File: config.mk
export PLATFORM = sky130hd
export DESIGN_NAME = hcwa_queue
export DESIGN_NICKNAME = d
export VERILOG_FILES = /design/src/sv/hcwa_pkg.sv /design/src/sv/hcwa_queue.sv
export SDC_FILE = /design/constraint.sdc
export NUM_CORES = 1
export LEC_CHECK = 0
export ABC_AREA = 1
export BUFFER_PORTS_ARGS = -buffer_cell sky130_fd_sc_hd__buf_2
export CAP_MARGIN = 20
export CORE_AREA = 2 2 201 203
export CTS_CLUSTER_SIZE = 25
export DETAILED_ROUTE_END_ITERATION = 7
export DIE_AREA = 0 0 203 205
export PLACE_DENSITY_LB_ADDON = 0.25
export SKIP_LAST_GASP = 1
export SYNTH_ARGS = -nofsm -noshare
export SYNTH_HDL_FRONTEND = slang
export SYNTH_SLANG_ARGS = --single-unit
export TNS_END_PERCENT = 1
File: constraint.sdc
create_clock -name clk -period 27.8 [get_ports clk]
set_clock_uncertainty 0.05 [all_clocks]
set_input_delay 5.56 -clock clk [delete_from_list [all_inputs] [get_ports clk]]
set_output_delay 5.56 -clock clk [all_outputs]
set_load 0.02 [all_outputs]
File: src/sv/hcwa_pkg.sv
package hcwa_pkg;

  // Compact difficulty word layout.
  localparam logic [31:0] SIGN_FLAG = 32'h0080_0000;
  localparam logic [31:0] MANT_MASK = 32'h007f_ffff;
  localparam int unsigned MANT_W    = 23;
  localparam logic [7:0]  EXP_BIAS  = 8'd3;

  // Width of one result slice.
  localparam int unsigned WORD_W = 64;

  // Classification that travels with each decoded target.
  typedef struct packed {
    logic use_work;
    logic last;
  } hcwa_flags_t;

endpackage

File: src/sv/hcwa_queue.sv
module hcwa_queue #(
  parameter int unsigned WORK_BITS = 256
) (
  input  logic                   clk,
  input  logic                   rst,
  input  logic                   push,
  input  logic [WORK_BITS-1:0]   push_target,
  input  hcwa_pkg::hcwa_flags_t  push_flags,
  output logic                   full,
  input  logic                   pop,
  output logic                   empty,
  output logic [WORK_BITS-1:0]   pop_target,
  output hcwa_pkg::hcwa_flags_t  pop_flags
);
  import hcwa_pkg::*;

  localparam int unsigned DEPTH = 2;

  logic [WORK_BITS-1:0] targets [DEPTH];
  hcwa_flags_t          flags   [DEPTH];
  logic                 wr_ptr;
  logic                 rd_ptr;
  logic [1:0]           count;

  assign full       = (count == 2'(DEPTH));
  assign empty      = (count == 2'd0);
  assign pop_target = targets[rd_ptr];
  assign pop_flags  = flags[rd_ptr];

  // Entry storage.
  always_ff @(posedge clk) begin
    if (push) begin
      targets[wr_ptr] <= push_target;
      flags[wr_ptr]   <= push_flags;
    end
  end

  // Pointers and fill count.
  always_ff @(posedge clk) begin
    if (rst) begin
      wr_ptr <= 1'b0;
      rd_ptr <= 1'b0;
      count  <= 2'd0;
    end else begin
      if (push) begin
        wr_ptr <= !wr_ptr;
      end
      if (pop) begin
        rd_ptr <= !rd_ptr;
      end
      if (push && !pop) begin
        count <= count + 2'd1;
      end else if (pop && !push) begin
        count <= count - 2'd1;
      end
    end
  end

endmodule

## Word level (Yosys, flattened, before mapping)

Memories as Yosys holds them, arrays and structs flattened. A register that Yosys moved wholly into a read port is not among the register bits.
Cells that the tools add are included.

- Add/sub/neg operators: 2
- $mul: 0
- Divide/modulo/power cells: 0
- Magnitude comparators: 0
- Equal/unequal tests: 1
- Shifts and indexed selects: 0
- Multiplexer cells: 8
- Bitwise gates (word level): 0
- Reduce and logical (&&, ||, !) cells: 8

Operators with widths:

| operator | number |
|---|---|
| $mux W1 | 6 |
| $logic_not A1 Y1 | 4 |
| $mux W2 | 2 |
| $add A2 B1 Y2 const B | 1 |
| $eq A2 B2 Y1 const B | 1 |
| $logic_and A1 B1 Y1 | 2 |
| $logic_not A2 Y1 | 1 |
| $reduce_bool A2 Y1 | 1 |
| $sub A2 B1 Y2 const B | 1 |

- Flip-flop bits (word level): 4
- Bits in latches: 0
- RAM bits: 516
- Memory bits (read-only): 0
- Input port bits: 262
- Output and inout bits: 260
- Word-level logic and storage cells: 24
- Memories: 2

Memory list:

| memory | depth | width | rd ports | clocked after Yosys merged registers in | write ports | line | text |
|---|---|---|---|---|---|---|---|
| targets | 2 | 256 | 1 | 1 | 1 | hcwa_queue.sv:19 | `logic [WORK_BITS-1:0] targets [DEPTH];` |
| flags | 2 | 2 | 1 | 1 | 1 | hcwa_queue.sv:20 | `hcwa_flags_t flags [DEPTH];` |

## Longest topological paths before layout

- Depth after elaboration: 4
- Depth in mapped cells: 8
- Gate-level depth less buffers: 8

## Worst setup path before layout

Ideal clock, no wire load.

- Path kind: input-to-reg
- Start point: input push
- End point: memory flags[0][0] (netlist bit), enable pin
- Setup time: 889 ps
- Arrival: 16377 ps
- Required time: 26861 ps
- Slack: 10484 ps
- Stages on the path: 2
- Cell sequence: inv_1 nor2_1

- Longest elaborated chain between the ends: 2

Ends and longest elaborated chain:

| item | line | text |
|---|---|---|
| from (decl) | hcwa_queue.sv:6 | `input logic push,` |
| $mux W1 | hcwa_queue.sv:32 | `if (push) begin` |
| $mux W1 (not written as such) | hcwa_queue.sv:34 | `flags[wr_ptr] <= push_flags;` |
| to (decl) | hcwa_queue.sv:20 |  |

No other way between the ends.

==> summary.md <==
| Metric | Value |
|---|---|
| Status | `completed` |
| # resized after CTS | `0` |
| Pin count of the biggest net entering global routing | `110` |
| Post-layout nets | `1655` |
| Pins Over Slew Limit | `0` |
| IO Count | `522` |
| Power Dens Cells | `74.31 nW/µm²` |
| Cts hold-fix bufs | `0` |
| Worst Hold Class | `reg -> reg` |
| WL/cell | `20.36 µm` |
| Post-route ant nets | `0` |
| DP HPWL | `27350 µm` |
| Initial antenna violation count | `16` |
| Die Footprint | `41620 µm²` |
| Synthesis warning total | `0` |
| Sequential power share | `51.1%` |
| Post-Synthesis Cells | `836` |
| Hold Fails Final Rpt | `0` |
| Final setup vio count | `0` |
| H-tree depth | `2` |
| Comb power frac | `12.5%` |
| Crit path time final | `9.573 ns` |
| Layout area overhead | `23.76%` |
| Die X | `203 µm` |
| #FFs+latches synth | `521` |
| Die Y | `205 µm` |
| Fmax | `0.1045 GHz` |
| First-pass GRT wire length | `57590 µm` |
| RSZ-0062 raised after global routing | `no` |
| Maximum fanout along the worst path | `62` |
| Cell area after synthesis | `19700 µm²` |
| Worst slew pin tran | `1.063 ns` |
| Row cnt | `73` |
| RePlAce Congestion | `0.7994` |
| Drt drc | `0` |
| Grt ovf | `0` |
| Int Pwr | `1.397 mW` |
| Setup TNS | `0 ns` |
| Register area share after synthesis | `79.18%` |
| WS Path Type | `reg -> out` |
| Syn Nets | `1099` |
| WL final | `40000 µm` |
| Slew headroom | `29.14%` |
| Total of max-cap violations | `0` |
| CTS tree | `built` |
| Dpl ws | `18.76 ns` |
| Initial Util | `50.03%` |
| Share of cells above drive strength 1 | `59.99%` |
| Switching power | `0.4147 mW` |
| Initial detailed-routing violation count | `497` |
| Total Power | `1.811 mW` |
| Worst setup SP type | `flip-flop` |
| Clock latency on the worst-skew pair | `0.56 ns` |
| Switch share | `22.89%` |
| Clock Path Buffers | `3` |
| CTS sink cnt | `521` |
| Clock share of power | `36.4%` |
| Core area | `39370 µm²` |
| Vias | `9714` |
| Vias in the first global route | `9862` |
| Clk pin slew, worst setup/hold paths | `0.06 ns` |
| Leak pwr | `9.572 nW` |
| Overall routing resource usage | `18.58%` |
| Root Buffer | `clkbuf_16` |
| Mean post-synth cell area | `23.56 µm²` |
| Postcts setup bufs | `0` |
| CP endpoint kind | `primary output` |
| PortBufs | `521` |
| CP required | `22.19 ns` |
| Crit path DAT | `3.96 ns` |
| Via-to-Cell Ratio | `4.944` |
| Peak VDD IR | `0.07367 mV` |
| Crit share post-route | `34.43%` |
| Setup ws final | `18.23 ns` |
| Drt pass-1 iters | `6` |
| Netlist cell types | `17` |
| Total CTS buffers | `52` |
-- path summary, 6_finish.rpt --
check / start / to / slack [ns] / depth (start not counted)
setup / recovery: flip-flop / pop_target[189] / 18.23 / 4
setup reg to reg: wr_ptr / targets[0][65] / 25.20 / 3
hold / removal: rd_ptr / rd_ptr / 0.47 / 2
hold reg to reg: rd_ptr / rd_ptr / 0.47 / 2
-- per-layer routing --
layer | global-route usage (%) | up-vias | wire [µm]
met5 | 0 | - | 78
met4 | 7.769 | 16 | 1171
met3 | 6.172 | 86 | 3436
met2 | 32.09 | 381 | 20780
li1 | - | 4453 | -
met1 | 21.27 | 4778 | 14540
-- critical path, cell delays in order, from the launching register on --
cell and delay [ns]:
dfxtp_4 0.95, buf_4 0.92, buf_4 0.86, mux2_4 0.36
buf_2 0.16
-- flip-flops by register name, summed over array words and instances, names as in the netlist, named ones only --
name     flops
wr_ptr       1
rd_ptr       1
targets    512
count        2
flags        4
-- cells in the mapped netlist (all sizes together) --
| library cell | n | area, µm² |
|---|---|---|
| edfxtp | 516 | 15490 |
| mux2 | 258 | 3660 |
| buf | 29 | 315.3 |
| inv | 9 | 33.78 |
| nor2 | 7 | 26.28 |
| dfxtp | 5 | 100.1 |
| nand2 | 5 | 18.77 |
| a21oi | 1 | 5.000 |
| ha | 1 | 12.51 |
| nand3 | 1 | 5.000 |
| nand4 | 1 | 6.260 |
| nor3 | 1 | 5.000 |
| o21ai | 1 | 5.000 |
| xnor2 | 1 | 8.760 |
-- kinds of logic after synthesis --
group	after synthesis	share of synthesized area, %
DFF	521	79.18
muxes	258	18.58
buffers and inverters	38	1.772
and+or+nand+nor	15	0.3113
AOI/OAI and AO/OA	2	0.05077
xor gates and xnor gates	1	0.04448
adders and majority gates	1	0.06351
-- cell type report --
class,count,area (µm²)
clock buffer,67,1379
clock inverter,27,239.0
antenna,8,20.02
fill,2853,14990
sequential,521,15600
multi-input combinational,277,3760
inverter,9,41.29
tap,525,656.9
timing repair buffer,531,2683
-- stage by stage --
stage          instance area (µm²)  util, %  std cells  hold slack (ns)
6_report                     24380    61.92       1965           0.4661
5_1_grt                      24380    61.92       1965           0.5221
4_1_cts                      24360    61.87       1957           0.4750
3_5_place_dp                 22740    57.76       1863           0.4563
3_3_place_gp                 22740    57.76       1863           0.4477
2_1_floorplan                19700        -        836           0.4299
-- power by group through the flow --
stage | Clock, mW | Sequential, mW | Combinational (mW)
3_5_place_dp | 0 | 0.942 | 0.229
2_1_floorplan | 0 | 0.948 | 0.158
3_3_place_gp | 0 | 0.941 | 0.226
5_1_grt | 0.706 | 0.929 | 0.240
6_report | 0.660 | 0.925 | 0.226
4_1_cts | 0.675 | 0.926 | 0.230
-- layout by cell type (no fill, tap or decap), types with 2 or more instances in the layout --
cell type,Yosys,final
clkbuf_16,0,53
bufinv_16,0,4
clkbuf_1,0,14
dfxtp_1,5,4
nor2_1,7,6
edfxtp_1,516,516
clkinv_1,0,13
clkinv_2,0,6
clkinvlp_4,0,2
nand2_1,5,5
buf_4,0,10
inv_1,9,8
mux2_2,57,57
buf_2,3,521
diode_2,0,8
mux2_4,201,201
Power figures use the tool's default switching activity.
