==> src/sv/hcwa_pkg.sv <==
package hcwa_pkg;

  // Compact difficulty word layout.
  localparam logic [31:0] SIGN_FLAG = 32'h0080_0000;
  localparam logic [31:0] MANT_MASK = 32'h007f_ffff;
  localparam int unsigned MANT_W    = 23;
  localparam logic [7:0]  EXP_BIAS  = 8'd3;

  // Width of one result slice.
  localparam int unsigned WORD_W = 64;

  // Classification that travels with each decoded target.
  typedef struct packed {
    logic use_work;
    logic last;
  } hcwa_flags_t;

endpackage

==> src/sv/hcwa_back.sv <==
module hcwa_back #(
  parameter int unsigned WORK_BITS = 256
) (
  input  logic                          clk,
  input  logic                          rst,
  input  logic                          q_empty,
  input  logic [WORK_BITS-1:0]          q_target,
  input  hcwa_pkg::hcwa_flags_t         q_flags,
  output logic                          pop,
  output logic                          out_valid,
  input  logic                          out_ready,
  output logic [hcwa_pkg::WORD_W-1:0]   work_word,
  output logic [$clog2(WORK_BITS/hcwa_pkg::WORD_W)-1:0] word_index,
  output logic                          last_word
);
  import hcwa_pkg::*;

  localparam int unsigned WORDS = WORK_BITS / WORD_W;
  localparam int unsigned IDX_W = $clog2(WORDS);
  localparam int unsigned CNT_W = $clog2(WORK_BITS);

  localparam logic [1:0] S_IDLE = 2'd0;
  localparam logic [1:0] S_DIV  = 2'd1;
  localparam logic [1:0] S_ADD  = 2'd2;
  localparam logic [1:0] S_EMIT = 2'd3;

  logic [1:0]           state;
  logic                 last;
  logic [CNT_W-1:0]     cnt;
  logic [WORK_BITS-1:0] divisor;
  logic [WORK_BITS-1:0] numer;
  logic [WORK_BITS-1:0] rem;
  logic [WORK_BITS-1:0] quot;
  logic [WORK_BITS-1:0] total;
  logic [IDX_W-1:0]     idx;
  logic [WORK_BITS-1:0] rem_sh;
  logic [WORK_BITS:0]   diff;

  assign pop        = (state == S_IDLE) && !q_empty;
  assign out_valid  = (state == S_EMIT);
  assign work_word  = total[idx*WORD_W +: WORD_W];
  assign word_index = idx;
  assign last_word  = (idx == IDX_W'(WORDS - 1));

  // One restoring division step: shift in the next numerator bit and
  // try to subtract the divisor.
  always_comb begin
    rem_sh = {rem[WORK_BITS-2:0], numer[WORK_BITS-1]};
    diff   = {1'b0, rem_sh} - {1'b0, divisor};
  end

  // Sequencer: load, divide bit by bit, accumulate, then stream the total.
  always_ff @(posedge clk) begin
    if (rst) begin
      state <= S_IDLE;
      total <= '0;
      idx   <= '0;
      last  <= 1'b0;
      cnt   <= '0;
    end else begin
      case (state)
        S_IDLE: begin
          if (!q_empty) begin
            last <= q_flags.last;
            idx  <= '0;
            if (q_flags.use_work) begin
              divisor <= q_target + WORK_BITS'(1);
              numer   <= ~q_target;
              rem     <= '0;
              quot    <= '0;
              cnt     <= CNT_W'(WORK_BITS - 1);
              state   <= S_DIV;
            end else if (q_flags.last) begin
              state <= S_EMIT;
            end
          end
        end
        S_DIV: begin
          numer <= numer << 1;
          if (!diff[WORK_BITS]) begin
            rem  <= diff[WORK_BITS-1:0];
            quot <= {quot[WORK_BITS-2:0], 1'b1};
          end else begin
            rem  <= rem_sh;
            quot <= {quot[WORK_BITS-2:0], 1'b0};
          end
          cnt <= cnt - CNT_W'(1);
          if (cnt == '0) begin
            state <= S_ADD;
          end
        end
        S_ADD: begin
          // Work of one header is quotient plus one.
          total <= total + quot + WORK_BITS'(1);
          state <= last ? S_EMIT : S_IDLE;
        end
        S_EMIT: begin
          if (out_ready) begin
            if (idx == IDX_W'(WORDS - 1)) begin
              total <= '0;
              idx   <= '0;
              state <= S_IDLE;
            end else begin
              idx <= idx + IDX_W'(1);
            end
          end
        end
        default: begin
          state <= S_IDLE;
        end
      endcase
    end
  end

  // The divisor is never zero while dividing.
  a_div_nonzero: assert property (@(posedge clk) disable iff (rst)
    (state == S_DIV) |-> (divisor != '0))
    else $error("divider running with a zero divisor");

  // The total is cleared after its final slice is taken.
  a_clear_after_emit: assert property (@(posedge clk) disable iff (rst)
    (out_valid && out_ready && last_word) |=> (total == '0))
    else $error("total not cleared after the final slice");

  // Slices of the total do not change while one is being offered.
  a_emit_holds: assert property (@(posedge clk) disable iff (rst)
    (out_valid && !out_ready) |=> (out_valid && $stable(idx) && $stable(total)))
    else $error("emitted slice changed while stalled");

endmodule

==> config.mk <==
export PLATFORM = sky130hd
export DESIGN_NAME = hcwa_back
export DESIGN_NICKNAME = d
export VERILOG_FILES = /design/src/sv/hcwa_pkg.sv /design/src/sv/hcwa_back.sv
export SDC_FILE = /design/constraint.sdc
export NUM_CORES = 2
export LEC_CHECK = 0
export BUFFER_PORTS_ARGS = -buffer_cell sky130_fd_sc_hd__buf_2
export CAP_MARGIN = 20
export CORE_MARGIN = 2
export CORE_UTILIZATION = 45
export DETAILED_ROUTE_END_ITERATION = 6
export PLACE_DENSITY = 0.62
export SETUP_SLACK_MARGIN = 0.3
export SYNTH_ARGS = -nofsm -noshare
export SYNTH_HDL_FRONTEND = slang
export SYNTH_SLANG_ARGS = --single-unit
==> constraint.sdc <==
create_clock -name clk -period 52 [get_ports clk]
set_input_delay 5.2 -clock clk [delete_from_list [all_inputs] [get_ports clk]]
set_output_delay 5.2 -clock clk [all_outputs]
set_load 0.02 [all_outputs]
### Word-level counts from Yosys, hierarchy flattened

Cells that the tools add are included.

* bitwise logic cells: 3
* reduce and logical (&&, ||, !) cells: 14
* shifts and indexed selects: 1
* eq/ne operators: 10
* $add $sub $neg: 6
* multiplexer cells: 27

Operators with widths (number)
* 2-to-1 mux 256 bit: 6
* case mux 256 bit (2 select lines): 3
* adder 256 x 1 -> 256 bit, second input constant: 2
* case mux 255 bit (2 select lines): 1
* subtractor 256 x 256 -> 257 bit: 1
* adder 256 bit: 1
* inverter 256 bit: 1
* indexed part select 256 x 9 -> 64 bit: 1
* 2-to-1 mux 255 bit: 1
* 2-to-1 mux 2 bit: 10
* 2-to-1 mux 8 bit: 2
* case mux 8 bit (2 select lines): 1
* AND reduction 3 bit: 3
* logical NOT 8 bit: 1
* case mux 2 bit (4 select lines): 1
* AND reduction 4 bit: 2
* subtractor 8 x 1 -> 8 bit, second input constant: 1
* == test 2 bit, second input constant: 3
* inequality test 2 bit, second input constant: 3
* nonzero test 2 bit: 3
* AND reduction 5 bit: 1
* inequality test 2 x 1 -> 1 bit, second input constant: 2
* case mux 2 bit (2 select lines): 1
* inequality test 3 bit, second input constant: 1
* 8 further kinds: 9

* output and inout bits: 69
* word-level logic and storage cells: 70
* bits in registers: 1292
* bits of input ports: 262

### Logic depth before layout (Yosys ltp)

* depth after elaboration: 4
* depth in mapped cells: 19
* gate-level depth less buffers: 18

### Worst setup path after synthesis

Ideal clock, no wire load.

* path type: input to register
* start point: in rst
* end point: reg numer[0] (enable)
* library setup time: 1.916 ns
* arrival: 37.506 ns
* buffers on the path: 3
* slack: 12.578 ns
* stages on the path: 4
* data required time: 50.084 ns
* cell sequence: clkbuf_1 > clkbuf_1 > clkbuf_1 > nor2_1

* word-level cells in the longest chain between the ends: 2

RTL lines
* start: declaration: line hcwa_back.sv:5 `input logic rst,`
* inverter 1 bit (no line)
* AND reduction 4 bit (no line)
* end signal: assignment: line hcwa_back.sv:68 `numer <= ~q_target;`
* end signal: assignment: line hcwa_back.sv:79 `numer <= numer << 1;`
* end: declaration: line hcwa_back.sv:31 `logic [WORK_BITS-1:0] numer;`

No other way between the ends.
A chain may end at the register's enable or synchronous reset.

### Worst setup path in the final report

* start point: in q_empty
* end point: out pop

* word-level cells in the longest chain between the ends: 2

RTL lines
* start: declaration: line hcwa_back.sv:6 `input logic q_empty,`
* logical NOT 1 bit
* logical AND 1 bit: line hcwa_back.sv:39 `assign pop = (state == S_IDLE) && !q_empty;`
* end: declaration: line hcwa_back.sv:9 `output logic pop,`

No other way between the ends.

==> impl_metrics.json <==
{
  "run_status": "finished, final reports clean",
  "pwr_density_cell_nw_per_um2": 48.4,
  "rows": 166,
  "path_max_fanout": 4,
  "synth_most_common_cell": "a21oi_1",
  "worstPathArrival_ps": 6000,
  "final_core_util_pct": 49.7,
  "track_usage_pct": 33.4,
  "initial_utilization_pct": 45.2,
  "hpwl_um": 285000,
  "synth_edf_count": 1023,
  "pin_count": 331,
  "post_cts_resized": 0,
  "via_per_inst": 6.28,
  "intPower_w": 0.00276,
  "cts_buffers": 154,
  "globalplace.congestion": 1.06,
  "remaining_drc_errors": 0,
  "power_switching_w": 0.00214,
  "overflow": 0,
  "p_sw_share_pct": 43.7,
  "yosys_register_bits": 1292,
  "die_y_um": 456,
  "synthArstFlopShare_pct": 0,
  "yosys_warnings": 0,
  "clkPwrFrac_pct": 23.6,
  "cts.htree.levels": 4,
  "cp-end-kind": "primary output",
  "drtIter0Drc": 10400,
  "yosys-top-cells-area": "edfxtp_1 (33%), a21oi_1 (7.8%), ha_1 (7.0%)",
  "ys_types": 94,
  "drt-total-wl_um": 361000,
  "synth.net_count": 11600,
  "antenna_left": 0,
  "synth_common_cells": "a21oi_1 (1435), nand2_1 (1357), nor2_1 (1128)",
  "timing.slew.headroom_pct": 19.2,
  "reg2reg_setup_slack_ps": 44550,
  "syn-cell-area_um2": 92100,
  "coreArea_um2": 204000,
  "synth_top_area_share_pct": 33.4,
  "crit_end": "pop",
  "cts_setup_buffers": 0,
  "cts_tree": "yes",
  "grt_pass1_wl_um": 528000,
  "finClkSkew_ps": 64.0,
  "cts.sinks": 1292,
  "grt_pass1_vias": 80500,
  "power_leakage_nw": 38.5,
  "syn_to_final_growth_pct": 10.1,
  "finalMaxSlewViolations": 0,
  "combinationalPowerShare_pct": 43.6,
  "r2r_start": "divisor[0]",
  "period_share_pct": 21.5,
  "clk_path_buf_depth": 3,
  "cap_violations": 0,
  "path_clk_slew_ps": 60,
  "cts_hold_buf": 0,
  "numPortBuffers": 330,
  "ir_drop_mv": 0.0433,
  "tightest_slew_ps": 1210,
  "min_period_ps": 11200,
  "worst_setup_path_start_kind": "primary input",
  "rsz0062_at_grt": "no",
  "clock.fmax_ghz": 0.0893,
  "drtPass1Iterations": 7,
  "vias": 86100,
  "antenna_found_initial": 41,
  "hold_violations": 0,
  "ys.flop_type": "edfxtp_1",
  "synth-seq-area-share_pct": 39.2,
  "synth_largest_area_cell": "edfxtp_1",
  "avgSynthCellArea_um2": 8.51,
  "avgRoutedWirePerCell_um": 26.4,
  "critPathRequiredTime_ps": 46800,
  "cts_root_buf": "clkbuf_16",
  "holdCritPathClass": "reg -> reg",
  "worstReg2RegEnd": "rem[145]",
  "dieArea_um2": 208000,
  "tns_ps": 0,
  "fillers": 19800,
  "drive_gt1_share_pct": 7.47,
  "p_seq_share_pct": 32.9,
  "r2r_cells": 19,
  "die_w_um": 456,
  "report.power.total_w": 0.00491,
  "worstSetupPathType": "in -> out",
  "grt_max_degree": 151,
  "clock_latency_ps": 870,
  "crit_start": "q_empty",
  "synth_cells": 10800,
  "final_nets": 11700,
  "setup_violations": 0
}
[cells in the final DEF, fill, tap and decap left out, types with 276 or more instances in the layout]
| cell type | synthesis | final |
|---|---|---|
| edfxtp_1 | 1023 | 1023 |
| buf_2 | 31 | 330 |
| o21ai_0 | 735 | 735 |
| inv_1 | 444 | 444 |
| nand4_1 | 360 | 360 |
| nand2_1 | 1357 | 1355 |
| a21oi_1 | 1435 | 1434 |
| ha_1 | 516 | 516 |
| nor2_1 | 1128 | 1124 |
| xnor2_1 | 472 | 472 |
| xor2_1 | 276 | 276 |
| and2_1 | 286 | 286 |
[flip-flops by register name (all words and copies together) (netlist names)]
| signal | cells |
|---|---|
| total | 256 |
| rem | 255 |
| cnt | 8 |
| divisor | 256 |
| quot | 256 |
| word_index | 2 |
| state | 2 |
| numer | 256 |
| last | 1 |
[per-stage QoR]
step | setup WS, ps | instances | cell area, um2 | hold WS (ps)
6_report | 40800 | 13700 | 101000 | 483
5_1_grt | 40730 | 13700 | 101000 | 503
4_1_cts | 40820 | 13700 | 101000 | 484
3_5_place_dp | 40600 | 13400 | 95900 | 475
3_3_place_gp | 40680 | 13400 | 95900 | 459
2_1_floorplan | 12580 | 10800 | 92100 | 445
[worst min path at each step]
stage | depth (start not counted) | to | start | slack, ps
CTS | 2 | total[117] | total[117] | 480
global route | 2 | total[114] | total[114] | 500
floorplan | 2 | total[128] | total[128] | 450
global placement | 2 | total[128] | total[128] | 460
detailed placement | 2 | total[117] | total[117] | 480
finish | 2 | total[108] | total[108] | 480
[per-layer routing]
metal / global-route usage [%] / vias to the layer above / routed length [um]
li1: - / 39500 / -
met1: 48.1 / 41800 / 158000
met2: 48.8 / 4172 / 150000
met3: 7.69 / 650 / 38500
met4: 12.2 / 10 / 14500
met5: 0 / - / 84
[worst max-delay path, stage by stage]
cell	delay, ps
buf_2	120
nor3_1	410
buf_2	270
[power groups by stage]
stage	logic [W]	registers, W	clock network [W]
floorplan	0.00148	0.00166	0
global placement	0.00206	0.00161	0
CTS	0.00209	0.00160	0.00117
finish	0.00214	0.00161	0.00116
global route	0.00231	0.00162	0.00121
detailed placement	0.00207	0.00162	0
[cell families (layout without fill, tap and decap cells)]
group	after synthesis	in the layout	share of synthesized area [%]
simple gates	3902	3902	19.5
xor+xnor	748	748	7.11
flops	1292	1292	39.2
other cells	0	18	0
mux	71	71	1.64
buf+inv	982	1156	4.05
compound gates	3315	3315	21.4
fa+ha+maj	518	518	7.05
[final cells by class]
| type | instances | area, um2 | area share, % |
|---|---|---|---|
| clock buffer | 192 | 4070 | 4.01 |
| inverter | 444 | 1670 | 1.64 |
| multi-input combinational | 8554 | 52400 | 51.7 |
| sequential | 1292 | 36100 | 35.6 |
| antenna | 18 | 45.0 | 0.0444 |
| clock inverter | 93 | 1270 | 1.25 |
| tap | 2688 | 3360 | 3.32 |
| timing repair buffer | 427 | 2460 | 2.43 |
(Power assumes the default switching activity.)
